$ cat src/rtl/dgls_pkg.sv
// Shared types, codes and constants of the dynamic gradient loss scaler.
package dgls_pkg;

   // Operations of the shared floating-point unit.
   localparam logic [1:0] FOP_MUL  = 2'd0;
   localparam logic [1:0] FOP_DIV  = 2'd1;
   localparam logic [1:0] FOP_IDIV = 2'd2;

   // Result status codes.
   localparam logic [2:0] ST_ELEM     = 3'd0;
   localparam logic [2:0] ST_LAYER_OK = 3'd1;
   localparam logic [2:0] ST_LAYER_OV = 3'd2;
   localparam logic [2:0] ST_BAD      = 3'd3;
   localparam logic [2:0] ST_STEP     = 3'd4;
   localparam logic [2:0] ST_WINDOW   = 3'd5;

   // Gradient formats for the range check.
   localparam logic [1:0] FMT_FP32 = 2'd0;
   localparam logic [1:0] FMT_FP16 = 2'd1;
   localparam logic [1:0] FMT_FP8  = 2'd2;
   localparam logic [1:0] FMT_INT8 = 2'd3;

   // Control register indexes.
   localparam logic [2:0] REG_INIT_SCALE = 3'd0;
   localparam logic [2:0] REG_FORMAT     = 3'd1;
   localparam logic [2:0] REG_DYNAMIC    = 3'd2;
   localparam logic [2:0] REG_WINDOW     = 3'd3;
   localparam logic [2:0] REG_LIMIT      = 3'd4;
   localparam logic [2:0] REG_FACTOR     = 3'd5;
   localparam logic [2:0] REG_LAYERS     = 3'd6;

   // Reset values of the control registers.
   localparam logic [31:0] RST_INIT_SCALE = 32'h4700_0000;
   localparam logic [1:0]  RST_FORMAT     = FMT_FP16;
   localparam logic        RST_DYNAMIC    = 1'b1;
   localparam logic [15:0] RST_WINDOW     = 16'd2000;
   localparam logic [31:0] RST_LIMIT      = 32'h3D4C_CCCD;
   localparam logic [31:0] RST_FACTOR     = 32'h4000_0000;
   localparam logic [8:0]  RST_LAYERS     = 9'd256;

   // Upper bound on layer indices.
   localparam int unsigned MAX_LAYERS = 256;

   // Range limits as fp32 magnitudes.
   localparam logic [30:0] MAG_FP16     = 31'h477F_E000;
   localparam logic [30:0] MAG_FP8      = 31'h43E0_0000;
   localparam logic [30:0] MAG_INT8_POS = 31'h42FE_0000;
   localparam logic [30:0] MAG_INT8_NEG = 31'h4300_0000;

   localparam logic [31:0] NAN_DEFAULT  = 32'hFFC0_0000;
   localparam logic [31:0] NAN_POSITIVE = 32'h7FC0_0000;

   typedef struct packed {
      logic        start;
      logic [1:0]  op;
      logic [31:0] a;
      logic [31:0] b;
   } fpu_req_type;

   typedef struct packed {
      logic        done;
      logic [31:0] res;
   } fpu_rsp_type;

endpackage

$ cat src/rtl/dgls_fpu.sv
// Iterative fp32 multiply, divide and 16-bit unsigned integer divide unit with round-to-nearest-even.
module dgls_fpu
   import dgls_pkg::*;
(
   input  logic        clock,
   input  logic        reset,
   input  fpu_req_type req,
   output fpu_rsp_type rsp
);

   localparam logic [2:0] F_IDLE = 3'd0;
   localparam logic [2:0] F_NORM = 3'd1;
   localparam logic [2:0] F_DIV  = 3'd2;
   localparam logic [2:0] F_ADJ  = 3'd3;
   localparam logic [2:0] F_DEN  = 3'd4;
   localparam logic [2:0] F_RND  = 3'd5;
   localparam logic [2:0] F_DONE = 3'd6;

   logic [2:0]         st_ff, st_in;
   logic [1:0]         op_ff, op_in;
   logic               sgn_ff, sgn_in;
   logic [23:0]        ma_ff, ma_in, mb_ff, mb_in;
   logic signed [10:0] ea_ff, ea_in, eb_ff, eb_in, e_ff, e_in;
   logic [47:0]        m_ff, m_in;
   logic [24:0]        rem_ff, rem_in;
   logic [25:0]        q_ff, q_in;
   logic [4:0]         cnt_ff, cnt_in;
   logic [31:0]        res_ff, res_in;

   // Operand classification.
   logic        a_nan, b_nan, a_inf, b_inf, a_zero, b_zero, sgn;
   logic        special;
   logic [31:0] spec_res;
   // Division step.
   logic        ge;
   logic [24:0] rem_sub;
   logic [25:0] q_next;
   // Rounding.
   logic        g_bit, s_bit, inc;
   logic [24:0] sum;
   logic signed [10:0] e2;

   assign sgn    = req.a[31] ^ req.b[31];
   assign a_nan  = (req.a[30:23] == 8'hFF) && (req.a[22:0] != 23'd0);
   assign b_nan  = (req.b[30:23] == 8'hFF) && (req.b[22:0] != 23'd0);
   assign a_inf  = (req.a[30:23] == 8'hFF) && (req.a[22:0] == 23'd0);
   assign b_inf  = (req.b[30:23] == 8'hFF) && (req.b[22:0] == 23'd0);
   assign a_zero = (req.a[30:0] == 31'd0);
   assign b_zero = (req.b[30:0] == 31'd0);

   // Results that need no arithmetic: NaN, infinity and zero operands.
   always_comb begin
      special  = 1'b1;
      spec_res = 32'd0;
      unique case (req.op)
         FOP_IDIV: begin
            if (req.a[15:0] == 16'd0) begin
               spec_res = 32'd0;
            end else if (req.b[15:0] == 16'd0) begin
               spec_res = 32'h7F80_0000;
            end else begin
               special = 1'b0;
            end
         end
         FOP_DIV: begin
            if (a_nan) begin
               spec_res = req.a | 32'h0040_0000;
            end else if (b_nan) begin
               spec_res = req.b | 32'h0040_0000;
            end else if ((a_inf && b_inf) || (a_zero && b_zero)) begin
               spec_res = NAN_DEFAULT;
            end else if (a_inf || b_zero) begin
               spec_res = {sgn, 31'h7F80_0000};
            end else if (a_zero || b_inf) begin
               spec_res = {sgn, 31'd0};
            end else begin
               special = 1'b0;
            end
         end
         default: begin
            if (a_nan) begin
               spec_res = req.a | 32'h0040_0000;
            end else if (b_nan) begin
               spec_res = req.b | 32'h0040_0000;
            end else if ((a_inf && b_zero) || (a_zero && b_inf)) begin
               spec_res = NAN_DEFAULT;
            end else if (a_inf || b_inf) begin
               spec_res = {sgn, 31'h7F80_0000};
            end else if (a_zero || b_zero) begin
               spec_res = {sgn, 31'd0};
            end else begin
               special = 1'b0;
            end
         end
      endcase
   end

   // One restoring division step.
   assign ge      = (rem_ff >= {1'b0, mb_ff});
   assign rem_sub = ge ? (rem_ff - {1'b0, mb_ff}) : rem_ff;
   assign q_next  = {q_ff[24:0], ge};

   // Round to nearest even on the aligned mantissa.
   assign g_bit = m_ff[22];
   assign s_bit = |m_ff[21:0];
   assign inc   = g_bit & (s_bit | m_ff[23]);
   assign sum   = {1'b0, m_ff[46:23]} + {24'd0, inc};
   assign e2    = e_ff + {10'd0, sum[24]};

   // Sequencer.
   always_comb begin
      st_in  = st_ff;
      op_in  = op_ff;
      sgn_in = sgn_ff;
      ma_in  = ma_ff;
      mb_in  = mb_ff;
      ea_in  = ea_ff;
      eb_in  = eb_ff;
      e_in   = e_ff;
      m_in   = m_ff;
      rem_in = rem_ff;
      q_in   = q_ff;
      cnt_in = cnt_ff;
      res_in = res_ff;
      unique case (st_ff)
         F_IDLE, F_DONE: begin
            // A new operation may start in the cycle its predecessor reports done.
            st_in = F_IDLE;
            if (req.start) begin
               op_in  = req.op;
               sgn_in = (req.op == FOP_IDIV) ? 1'b0 : sgn;
               if (special) begin
                  res_in = spec_res;
                  st_in  = F_DONE;
               end else begin
                  st_in = F_NORM;
                  if (req.op == FOP_IDIV) begin
                     ma_in = {8'd0, req.a[15:0]};
                     mb_in = {8'd0, req.b[15:0]};
                     ea_in = 11'sd150;
                     eb_in = 11'sd150;
                  end else begin
                     ma_in = {req.a[30:23] != 8'd0, req.a[22:0]};
                     mb_in = {req.b[30:23] != 8'd0, req.b[22:0]};
                     ea_in = (req.a[30:23] == 8'd0) ? 11'sd1 : {3'b000, req.a[30:23]};
                     eb_in = (req.b[30:23] == 8'd0) ? 11'sd1 : {3'b000, req.b[30:23]};
                  end
               end
            end
         end
         F_NORM: begin
            // Bring each mantissa to a leading one, one bit per cycle.
            if (!ma_ff[23]) begin
               ma_in = {ma_ff[22:0], 1'b0};
               ea_in = ea_ff - 11'sd1;
            end else if (!mb_ff[23]) begin
               mb_in = {mb_ff[22:0], 1'b0};
               eb_in = eb_ff - 11'sd1;
            end else if (op_ff == FOP_MUL) begin
               m_in  = ma_ff * mb_ff;
               e_in  = ea_ff + eb_ff - 11'sd127;
               st_in = F_ADJ;
            end else begin
               rem_in = {1'b0, ma_ff};
               q_in   = 26'd0;
               cnt_in = 5'd0;
               e_in   = ea_ff - eb_ff + 11'sd127;
               st_in  = F_DIV;
            end
         end
         F_DIV: begin
            q_in   = q_next;
            rem_in = {rem_sub[23:0], 1'b0};
            cnt_in = cnt_ff + 5'd1;
            if (cnt_ff == 5'd25) begin
               m_in  = {1'b0, q_next, 20'd0, rem_sub != 25'd0};
               st_in = F_ADJ;
            end
         end
         F_ADJ: begin
            // Put the leading one at bit 46.
            if (m_ff[47]) begin
               m_in = {1'b0, m_ff[47:2], m_ff[1] | m_ff[0]};
               e_in = e_ff + 11'sd1;
            end else if (!m_ff[46]) begin
               m_in = {m_ff[46:0], 1'b0};
               e_in = e_ff - 11'sd1;
            end
            st_in = F_DEN;
         end
         F_DEN: begin
            // Shift tiny results down to the subnormal range.
            if (e_ff >= 11'sd1) begin
               st_in = F_RND;
            end else if (e_ff < -11'sd25) begin
               m_in = {47'd0, |m_ff};
               e_in = 11'sd1;
            end else begin
               m_in = {1'b0, m_ff[47:2], m_ff[1] | m_ff[0]};
               e_in = e_ff + 11'sd1;
            end
         end
         F_RND: begin
            if (e2 >= 11'sd255) begin
               res_in = {sgn_ff, 31'h7F80_0000};
            end else begin
               res_in = {sgn_ff, (sum[24] | sum[23]) ? e2[7:0] : 8'd0, sum[22:0]};
            end
            st_in = F_DONE;
         end
         default: begin
            st_in = F_IDLE;
         end
      endcase
   end

   always_ff @(posedge clock) begin
      if (reset) begin
         st_ff <= F_IDLE;
      end else begin
         st_ff <= st_in;
      end
      op_ff  <= op_in;
      sgn_ff <= sgn_in;
      ma_ff  <= ma_in;
      mb_ff  <= mb_in;
      ea_ff  <= ea_in;
      eb_ff  <= eb_in;
      e_ff   <= e_in;
      m_ff   <= m_in;
      rem_ff <= rem_in;
      q_ff   <= q_in;
      cnt_ff <= cnt_in;
      res_ff <= res_in;
   end

   assign rsp.done = (st_ff == F_DONE);
   assign rsp.res  = res_ff;

endmodule

$ cat src/rtl/dynamic_gradient_loss_scaler.sv
// Top level of the dynamic gradient loss scaler: sequencer, tallies and control registers.
// Element: a multiply by the scale in the shared fp32 unit; subnormal operands and tiny
// products take extra shift steps, and zero, infinite or NaN operands skip the arithmetic.
// Rejected elements and steps that leave the window open skip the unit; a window close runs
// the ratio, then a divide or multiply if the scale changes. Requests stall until each result reaches the output.
// Synchronous reset loads the power-on loss scale and clears tallies and flags.
module dynamic_gradient_loss_scaler
   import dgls_pkg::*;
(
   input  logic        clock,
   input  logic        reset,
   input  logic        req_valid,
   output logic        req_stall,
   input  logic        req_opcode,
   input  logic [15:0] req_layer_index,
   input  logic [31:0] req_gradient_bits,
   input  logic        req_is_last,
   output logic        rsp_valid,
   input  logic        rsp_stall,
   output logic [31:0] rsp_scaled_bits,
   output logic [2:0]  rsp_status,
   output logic [31:0] rsp_current_scale,
   input  logic        csr_valid,
   output logic        csr_ready,
   input  logic [2:0]  csr_index,
   input  logic [31:0] csr_wdata
);

   localparam logic [2:0] T_IDLE  = 3'd0;
   localparam logic [2:0] T_DEC   = 3'd1;
   localparam logic [2:0] T_MUL   = 3'd2;
   localparam logic [2:0] T_RATIO = 3'd3;
   localparam logic [2:0] T_ADJ   = 3'd4;
   localparam logic [2:0] T_OUT   = 3'd5;

   logic [2:0]  st_ff, st_in;
   logic        op_ff, op_in, last_ff, last_in;
   logic [15:0] layer_ff, layer_in;
   logic [31:0] grad_ff, grad_in;
   logic [31:0] pend_bits_ff, pend_bits_in;
   logic [2:0]  pend_status_ff, pend_status_in;
   logic [31:0] scale_ff, scale_in;
   logic [15:0] ovf_ff, ovf_in, steps_ff, steps_in;
   logic        seen_ff, seen_in;
   logic        rsp_valid_ff, rsp_valid_in;
   logic [31:0] rsp_bits_ff, rsp_bits_in, rsp_scale_ff, rsp_scale_in;
   logic [2:0]  rsp_status_ff, rsp_status_in;

   logic [1:0]  fmt_ff;
   logic        dyn_ff;
   logic [15:0] window_ff;
   logic [31:0] limit_ff, factor_ff;
   logic [8:0]  layers_ff;

   fpu_req_type fpu_req;
   fpu_rsp_type fpu_rsp;

   logic        accept, bad_layer, fail, seen_n, above, lim_nan;
   logic [15:0] steps_n;
   logic [30:0] pmag;
   logic [31:0] p;

   dgls_fpu u_fpu (
      .clock (clock),
      .reset (reset),
      .req   (fpu_req),
      .rsp   (fpu_rsp)
   );

   assign accept    = req_valid && !req_stall;
   assign req_stall = (st_ff != T_IDLE);
   assign csr_ready = 1'b1;

   assign bad_layer = ({1'b0, layer_ff} >= {8'd0, layers_ff}) ||
                      ({1'b0, layer_ff} >= 17'(MAX_LAYERS));
   assign steps_n   = (steps_ff == 16'hFFFF) ? steps_ff : steps_ff + 16'd1;

   // Range check of the scaled element; NaN magnitudes exceed every limit.
   assign p    = fpu_rsp.res;
   assign pmag = p[30:0];
   always_comb begin
      unique case (fmt_ff)
         FMT_FP16: fail = (pmag > MAG_FP16);
         FMT_FP8:  fail = (pmag > MAG_FP8);
         FMT_INT8: fail = p[31] ? (pmag > MAG_INT8_NEG) : (pmag > MAG_INT8_POS);
         default:  fail = 1'b0;
      endcase
   end
   assign seen_n = seen_ff | fail;

   // Overflow ratio against the limit; the ratio is never negative nor NaN.
   assign lim_nan = (limit_ff[30:23] == 8'hFF) && (limit_ff[22:0] != 23'd0);
   assign above   = !lim_nan && (limit_ff[31] ?
                    ((p[30:0] != 31'd0) || (limit_ff[30:0] != 31'd0)) :
                    (p[30:0] > limit_ff[30:0]));

   // Item sequencer.
   always_comb begin
      st_in          = st_ff;
      op_in          = op_ff;
      last_in        = last_ff;
      layer_in       = layer_ff;
      grad_in        = grad_ff;
      pend_bits_in   = pend_bits_ff;
      pend_status_in = pend_status_ff;
      scale_in       = scale_ff;
      ovf_in         = ovf_ff;
      steps_in       = steps_ff;
      seen_in        = seen_ff;
      fpu_req.start  = 1'b0;
      fpu_req.op     = FOP_MUL;
      fpu_req.a      = grad_ff;
      fpu_req.b      = scale_ff;
      unique case (st_ff)
         T_IDLE: begin
            if (accept) begin
               op_in    = req_opcode;
               last_in  = req_is_last;
               layer_in = req_layer_index;
               grad_in  = req_gradient_bits;
               st_in    = T_DEC;
            end
         end
         T_DEC: begin
            if (!op_ff) begin
               if (bad_layer) begin
                  pend_bits_in   = grad_ff;
                  pend_status_in = ST_BAD;
                  st_in          = T_OUT;
               end else begin
                  fpu_req.start = 1'b1;
                  st_in         = T_MUL;
               end
            end else begin
               steps_in     = steps_n;
               pend_bits_in = 32'd0;
               if (dyn_ff && (steps_n >= window_ff)) begin
                  fpu_req.start = 1'b1;
                  fpu_req.op    = FOP_IDIV;
                  fpu_req.a     = {16'd0, ovf_ff};
                  fpu_req.b     = {16'd0, steps_n};
                  st_in         = T_RATIO;
               end else begin
                  pend_status_in = ST_STEP;
                  st_in          = T_OUT;
               end
            end
         end
         T_MUL: begin
            if (fpu_rsp.done) begin
               pend_bits_in = p;
               if (last_ff) begin
                  pend_status_in = seen_n ? ST_LAYER_OV : ST_LAYER_OK;
                  if (seen_n && (ovf_ff != 16'hFFFF)) begin
                     ovf_in = ovf_ff + 16'd1;
                  end
                  seen_in = 1'b0;
               end else begin
                  pend_status_in = ST_ELEM;
                  seen_in        = seen_n;
               end
               st_in = T_OUT;
            end
         end
         T_RATIO: begin
            if (fpu_rsp.done) begin
               pend_status_in = ST_WINDOW;
               ovf_in         = 16'd0;
               steps_in       = 16'd0;
               st_in          = T_OUT;
               if (above) begin
                  if (factor_ff[30:0] == 31'd0) begin
                     // Zero factor: NaN stays quiet NaN, zero turns to NaN, else infinity.
                     if ((scale_ff[30:23] == 8'hFF) && (scale_ff[22:0] != 23'd0)) begin
                        scale_in = scale_ff | 32'h0040_0000;
                     end else if (scale_ff[30:0] == 31'd0) begin
                        scale_in = NAN_POSITIVE;
                     end else begin
                        scale_in = {scale_ff[31] ^ factor_ff[31], 31'h7F80_0000};
                     end
                  end else begin
                     fpu_req.start = 1'b1;
                     fpu_req.op    = FOP_DIV;
                     fpu_req.a     = scale_ff;
                     fpu_req.b     = factor_ff;
                     st_in         = T_ADJ;
                  end
               end else if (ovf_ff == 16'd0) begin
                  fpu_req.start = 1'b1;
                  fpu_req.op    = FOP_MUL;
                  fpu_req.a     = scale_ff;
                  fpu_req.b     = factor_ff;
                  st_in         = T_ADJ;
               end
            end
         end
         T_ADJ: begin
            if (fpu_rsp.done) begin
               scale_in = p;
               st_in    = T_OUT;
            end
         end
         T_OUT: begin
            if (!rsp_valid_ff || !rsp_stall) begin
               st_in = T_IDLE;
            end
         end
         default: begin
            st_in = T_IDLE;
         end
      endcase
   end

   // Output register; loads when the pending result finds it free.
   always_comb begin
      rsp_valid_in  = rsp_valid_ff;
      rsp_bits_in   = rsp_bits_ff;
      rsp_status_in = rsp_status_ff;
      rsp_scale_in  = rsp_scale_ff;
      if (rsp_valid_ff && !rsp_stall) begin
         rsp_valid_in = 1'b0;
      end
      if ((st_ff == T_OUT) && (!rsp_valid_ff || !rsp_stall)) begin
         rsp_valid_in  = 1'b1;
         rsp_bits_in   = pend_bits_ff;
         rsp_status_in = pend_status_ff;
         rsp_scale_in  = scale_ff;
      end
   end

   always_ff @(posedge clock) begin
      if (reset) begin
         st_ff        <= T_IDLE;
         scale_ff     <= RST_INIT_SCALE;
         ovf_ff       <= 16'd0;
         steps_ff     <= 16'd0;
         seen_ff      <= 1'b0;
         rsp_valid_ff <= 1'b0;
      end else begin
         st_ff        <= st_in;
         scale_ff     <= scale_in;
         ovf_ff       <= ovf_in;
         steps_ff     <= steps_in;
         seen_ff      <= seen_in;
         rsp_valid_ff <= rsp_valid_in;
      end
      op_ff          <= op_in;
      last_ff        <= last_in;
      layer_ff       <= layer_in;
      grad_ff        <= grad_in;
      pend_bits_ff   <= pend_bits_in;
      pend_status_ff <= pend_status_in;
      rsp_bits_ff    <= rsp_bits_in;
      rsp_status_ff  <= rsp_status_in;
      rsp_scale_ff   <= rsp_scale_in;
   end

   // Control registers. The initial scale only matters at reset, which also
   // restores its power-on value, so its writes are taken and dropped.
   always_ff @(posedge clock) begin
      if (reset) begin
         fmt_ff    <= RST_FORMAT;
         dyn_ff    <= RST_DYNAMIC;
         window_ff <= RST_WINDOW;
         limit_ff  <= RST_LIMIT;
         factor_ff <= RST_FACTOR;
         layers_ff <= RST_LAYERS;
      end else if (csr_valid) begin
         unique case (csr_index)
            REG_FORMAT:  fmt_ff    <= csr_wdata[1:0];
            REG_DYNAMIC: dyn_ff    <= csr_wdata[0];
            REG_WINDOW:  window_ff <= csr_wdata[15:0];
            REG_LIMIT:   limit_ff  <= csr_wdata;
            REG_FACTOR:  factor_ff <= csr_wdata;
            REG_LAYERS:  layers_ff <= csr_wdata[8:0];
            default: begin
            end
         endcase
      end
   end

   assign rsp_valid         = rsp_valid_ff;
   assign rsp_scaled_bits   = rsp_bits_ff;
   assign rsp_status        = rsp_status_ff;
   assign rsp_current_scale = rsp_scale_ff;

endmodule
$ cat config.mk
export PLATFORM = sky130hd
export DESIGN_NAME = dynamic_gradient_loss_scaler
export DESIGN_NICKNAME = d
export VERILOG_FILES = /design/src/rtl/dgls_pkg.sv /design/src/rtl/dgls_fpu.sv /design/src/rtl/dynamic_gradient_loss_scaler.sv
export SDC_FILE = /design/constraint.sdc
export NUM_CORES = 2
export LEC_CHECK = 0
export ABC_AREA = 1
export BUFFER_PORTS_ARGS = -buffer_cell sky130_fd_sc_hd__buf_2
export CORE_ASPECT_RATIO = 1.2
export CORE_MARGIN = 2
export CORE_UTILIZATION = 27
export CTS_CLUSTER_DIAMETER = 120
export DETAILED_ROUTE_END_ITERATION = 8
export PLACE_DENSITY = 0.51
export SKIP_LAST_GASP = 1
export SYNTH_ARGS = -nofsm -noshare
export SYNTH_HDL_FRONTEND = slang
export SYNTH_SLANG_ARGS = --single-unit
export TNS_END_PERCENT = 50
$ cat constraint.sdc
create_clock -name clock -period 10.1 [get_ports clock]
set_input_delay 3.03 -clock clock [delete_from_list [all_inputs] [get_ports clock]]
set_output_delay 3.03 -clock clock [all_outputs]
set_load 0.005 [all_outputs]
==> results.md <==
Setup path:
- The logic depth of the worst register-to-register path is 29.
- In this run the critical register-to-register path is captured at u_fpu.m_ff[45]$_DFFE_PP_.
- The most critical setup path has its endpoint at u_fpu.m_ff[45]$_DFFE_PP_.
- Data arrives at the worst endpoint at roughly 8.5 ns.
- In this design, the critical path's most frequently occurring cell is sky130_fd_sc_hd__nand2_1.
- The slowest stage of the critical path is the sky130_fd_sc_hd__edfxtp_1 cell.
- The critical path in this run is classified as flip-flop to flip-flop.
- The setup check on the worst reg-to-reg path leaves a slack of 2.01 ns.
- In this run the worst path has a maximum fanout of 19.
- Tracing the worst setup path back leads to its startpoint at u_fpu.ma_ff[9]$_DFFE_PP_.
- The critical path endpoint category is a flip-flop.
- The element type at the critical path start is a flip-flop.
- The largest single stage delay on the critical path is 0.76 ns.
- The source of the worst register-to-register timing path is u_fpu.ma_ff[9]$_DFFE_PP_.
- At the worst endpoint, the required time is approximately 11 ns.

Yosys:
- When the netlist entered floorplanning its net count stood at 7283.
- The yosys synthesis warning count is 0.
- In this run, synthesis produced a sequential element count of 535.
- The simple logic cell fraction of the synthesized area is 19.9%.
- The register area share after synthesis is approximately 29%.
- After synthesis, the share of cell area in mux cells is 0%.
- By count the netlist is led by sky130_fd_sc_hd__nand2_1 (1560), sky130_fd_sc_hd__inv_1 (1204), sky130_fd_sc_hd__fa_1 (485).
- The main combinational cell family by area after synthesis is adder cells.
- A synthesized cell averages just under 8 µm².
- Summing the areas of all fa, ha and maj instances in the mapped netlist gives a little over a quarter of the synthesized area.
- The largest total area in the synthesized netlist belongs to sky130_fd_sc_hd__edfxtp_1.
- Ranked by total cell area, the synthesized netlist is headed by sky130_fd_sc_hd__edfxtp_1 (22%), sky130_fd_sc_hd__fa_1 (19%), sky130_fd_sc_hd__nand2_1 (12%).
- The synthesized netlist contains 68 unique library cells.
- The post-synthesis share of cell area spent on xor and xnor gates is 1.51%.
- In the synthesized netlist the async set-or-reset flop fraction comes to 0%.
- The share of the synthesized area in the top cell type is 22.1%.
- After technology mapping, the gate count stands at 6400.
- The compound-gate portion of the synthesized area is approximately 11%.
- Yosys mapped a number of flops with a built-in enable equal to approximately 370.
- The most used flip-flop cell after synthesis is sky130_fd_sc_hd__edfxtp_1.
- The mapped netlist covers 0.0504 mm².
- In the post-synthesis netlist, the cell with the most instances is sky130_fd_sc_hd__nand2_1.

Worst hold path:
- The worst min-delay path startpoint is pend_bits_ff[18]$_DFFE_PP_.
- The type of the worst min-delay path is flip-flop to flip-flop.

Power:
- For this design the total switching power over the nets is 10.2 mW.
- Overall power consumption after layout is estimated at about 19 mW.
- Sequential cells burn 19.0% of the power.
- The proportion of power drawn by combinational gates is 68.8%.
- The power per cell area is between 300 and 400 mW/mm².
- Internal power comes to 9.07 mW.
- The clock network is responsible for 12.2% of the overall power.
- The static leakage is 25.7 nW.
- The switching share of power is between 50% and 60%.
- The maximum VDD drop is approximately 0.33 mV.

CTS:
- The later-pin clock latency in the skew report is 0.69 ns.
- Clock tree synthesis inserted a total of 58 buffers.
- The CTS clock-pin slew for the worst setup and hold paths is 0.08 ns.
- For this design, the sink count on the clock tree is 535.
- The root cell of the clock tree is sky130_fd_sc_hd__clkbuf_16.
- The number of buffers inserted by hold repair at cts is 0.
- The number of resized instances in the post-cts repair step is 0.
- No sink is reached through more buffers than the 3 on the longest clock path.
- TritonCTS built the clock tree.
- The number of setup buffers added after CTS is 0.
- The H-tree was split into 2 levels.

Drt:
- The routed wirelength normalized by instance count is 20.0 µm.
- Summed over all layers, the routed wires come to 178000 µm.
- In the routed layout, each cell is associated on average with a via count of 4.89.
- The total vias in the final route is 43400.
- In this run, the number of DRC markers left after iteration 0 of detailed routing was ~3400.
- Before antenna repair, the detailed router went through 6 iterations.
- The final antenna-violating net count is 0.
- The number of remaining DRC errors is 0.

Timing:
- At the pin with the least slew margin, the transition time is 1.26 ns.
- On the final layout, the worst clock skew is 0.0543 ns.
- The number of pins exceeding their max-slew limit in the final report is 0.
- The highest achievable clock rate is 124 MHz.
- Across all setup checks in the final design, the least slack found is 2.01 ns.
- The setup total negative slack is 0 ns.
- Subtracting the final worst setup slack from the clock period gives 8.09 ns.
- The total count of hold-check failures in the final report is 0.
- Setup repair after global routing left no endpoint under its margin.
- In this run the tightest slew margin relative to its limit is approximately 16%.
- Setup violations remaining at the end of the flow were counted as 0.
- The fraction of the cycle the final worst path needs is 80.1%.

Flow run:
- The number of violations of the max-capacitance limit is 0.

Placement:
- The post-place instance area is approximately 0.054 mm².
- The worst slack at placement is around 2 ns.
- Routability-driven placement finished with a final weighted congestion of 0.922.
- The detailed-placement wirelength estimate is roughly 140000 µm.
- The number of I/O port buffers is 158.

Global route:
- The maximum number of pins on one net before global-route repair is roughly 110.
- The initial antenna violation count is 1.
- The via count of the first global-routing pass was ~44000.
- The overall routing resource usage is 18.5%.
- The first-pass GRT wire length is 271000 µm.
- After global routing the overflow that remains totals 0.

Die:
- The initial utilization of the core area, before any placement, comes to 27.2%.
- The total die area is about 0.19 mm².
- The vertical die dimension is 477 µm.
- The floorplan step defined a core boundary enclosing about 0.19 mm².
- The number of cell rows is about 170.
- The floorplan step set the die width to 398 µm.
- Pin placement for this block handled 160 I/O pins.

Finish:
- The final cell area excluding filler cells is 0.0557 mm².
- The footprint of the flip-flops and latches is about 0.014 mm².
- Compared with the post-synthesis result, the final layout area differs by 10.5%.
- The filler cells instantiated in the layout total 20000.
- Cells with a size suffix above 1 make up 6.58% of the layout.
- At the end of the flow, the number of nets in the layout was 7264.
- The multi-input combinational cells in the finished layout cover a total of 0.0301 mm².
- The number of inserted diodes is 0.

Status:
- The flow ran to the end, and the final reports show no timing, DRC or antenna violations.
## worst max-delay path: cells and delay by family, from the launching register on
kind | cells | cell delay [ns]
xor gates and xnor gates | 1 | 0.21
DFF | 1 | 0.76
AOI/OAI and AO/OA | 6 | 1.56
and+or+nand+nor | 9 | 0.80
buffers and inverters | 5 | 0.66
adders and majority gates | 8 | 3.79
## per-stage QoR
step	util, %	hold WS, ns	cells
final	30.1	0.413	8881
after detailed placement	28.9	0.405	8771
after CTS	30.1	0.420	8881
after floorplan	-	0.400	6400
after global placement	28.9	0.402	8771
after global routing	30.1	0.429	8881
## how the worst min path moves through the flow
stage / end / slack, ns / cells after the start
after global placement: rsp_scaled_bits[12]$_DFFE_PP_ / 0.40 / 0
after CTS: rsp_scaled_bits[18]$_DFFE_PP_ / 0.42 / 0
after global routing: rsp_scaled_bits[19]$_DFFE_PP_ / 0.43 / 0
final: rsp_scaled_bits[18]$_DFFE_PP_ / 0.41 / 0
after floorplan: rsp_scaled_bits[0]$_DFFE_PP_ / 0.40 / 0
after detailed placement: rsp_scaled_bits[27]$_DFFE_PP_ / 0.40 / 0
## power groups by stage
stage          Combinational (mW)  Clock [mW]  Sequential [mW]
6_report                     13.3        2.36             3.66
3_3_place_gp                 13.2           0             3.70
3_5_place_dp                 13.3           0             3.69
2_1_floorplan                8.62           0             3.56
4_1_cts                      13.4        2.41             3.66
5_1_grt                      14.9        2.47             3.70
## kinds of logic (layout without fill, tap and decap cells)
kind of cell,after synthesis,after routing
other,1,1
and+or+nand+nor,2439,2439
buffers and inverters,1557,1588
xor gates and xnor gates,87,87
adders and majority gates,793,793
AOI/OAI and AO/OA,988,988
DFF,535,535
## state kept, by name (all words and copies together), names as in the netlist, 24 cells and up
name / count
u_fpu.res_ff: 32
limit_ff: 32
grad_ff: 32
u_fpu.mb_ff: 24
pend_bits_ff: 32
scale_ff: 32
u_fpu.q_ff: 25
rsp_current_scale: 32
u_fpu.rem_ff: 25
u_fpu.m_ff: 48
factor_ff: 32
u_fpu.ma_ff: 24
rsp_scaled_bits: 32
## cell usage in the layout (no fill, tap or decap), types with 26 or more instances in the layout
master,n
sky130_fd_sc_hd__a211oi_1,26
sky130_fd_sc_hd__a21oi_1,283
sky130_fd_sc_hd__a31oi_1,27
sky130_fd_sc_hd__buf_2,158
sky130_fd_sc_hd__buf_4,84
sky130_fd_sc_hd__clkbuf_16,60
sky130_fd_sc_hd__dfxtp_1,164
sky130_fd_sc_hd__edfxtp_1,371
sky130_fd_sc_hd__fa_1,485
sky130_fd_sc_hd__ha_1,308
sky130_fd_sc_hd__inv_1,1202
sky130_fd_sc_hd__inv_2,28
sky130_fd_sc_hd__nand2_1,1559
sky130_fd_sc_hd__nand3_1,246
sky130_fd_sc_hd__nand4_1,81
sky130_fd_sc_hd__nor2_1,402
sky130_fd_sc_hd__nor3_1,66
sky130_fd_sc_hd__nor4_1,28
sky130_fd_sc_hd__o211ai_1,42
sky130_fd_sc_hd__o21ai_0,407
sky130_fd_sc_hd__o22ai_1,61
sky130_fd_sc_hd__xnor2_1,35
sky130_fd_sc_hd__xor2_1,52
## final cells by class
type | count | share of cell area, %
clock buffers | 66 | 2.74
clock inverters | 44 | 0.970
multi-input cells | 4308 | 54.0
repair buffers | 242 | 2.55
flip-flops and latches | 535 | 25.9
well taps | 2450 | 5.50
inverters | 1236 | 8.33
## routing by layer
metal / wire, µm / GRT usage, %
met1: 73500 / 23.4
met2: 86000 / 31.9
met3: 9980 / 1.99
met4: 8520 / 7.74
met5: 11 / 0
Note: power is estimated with default switching activity, not from simulation.
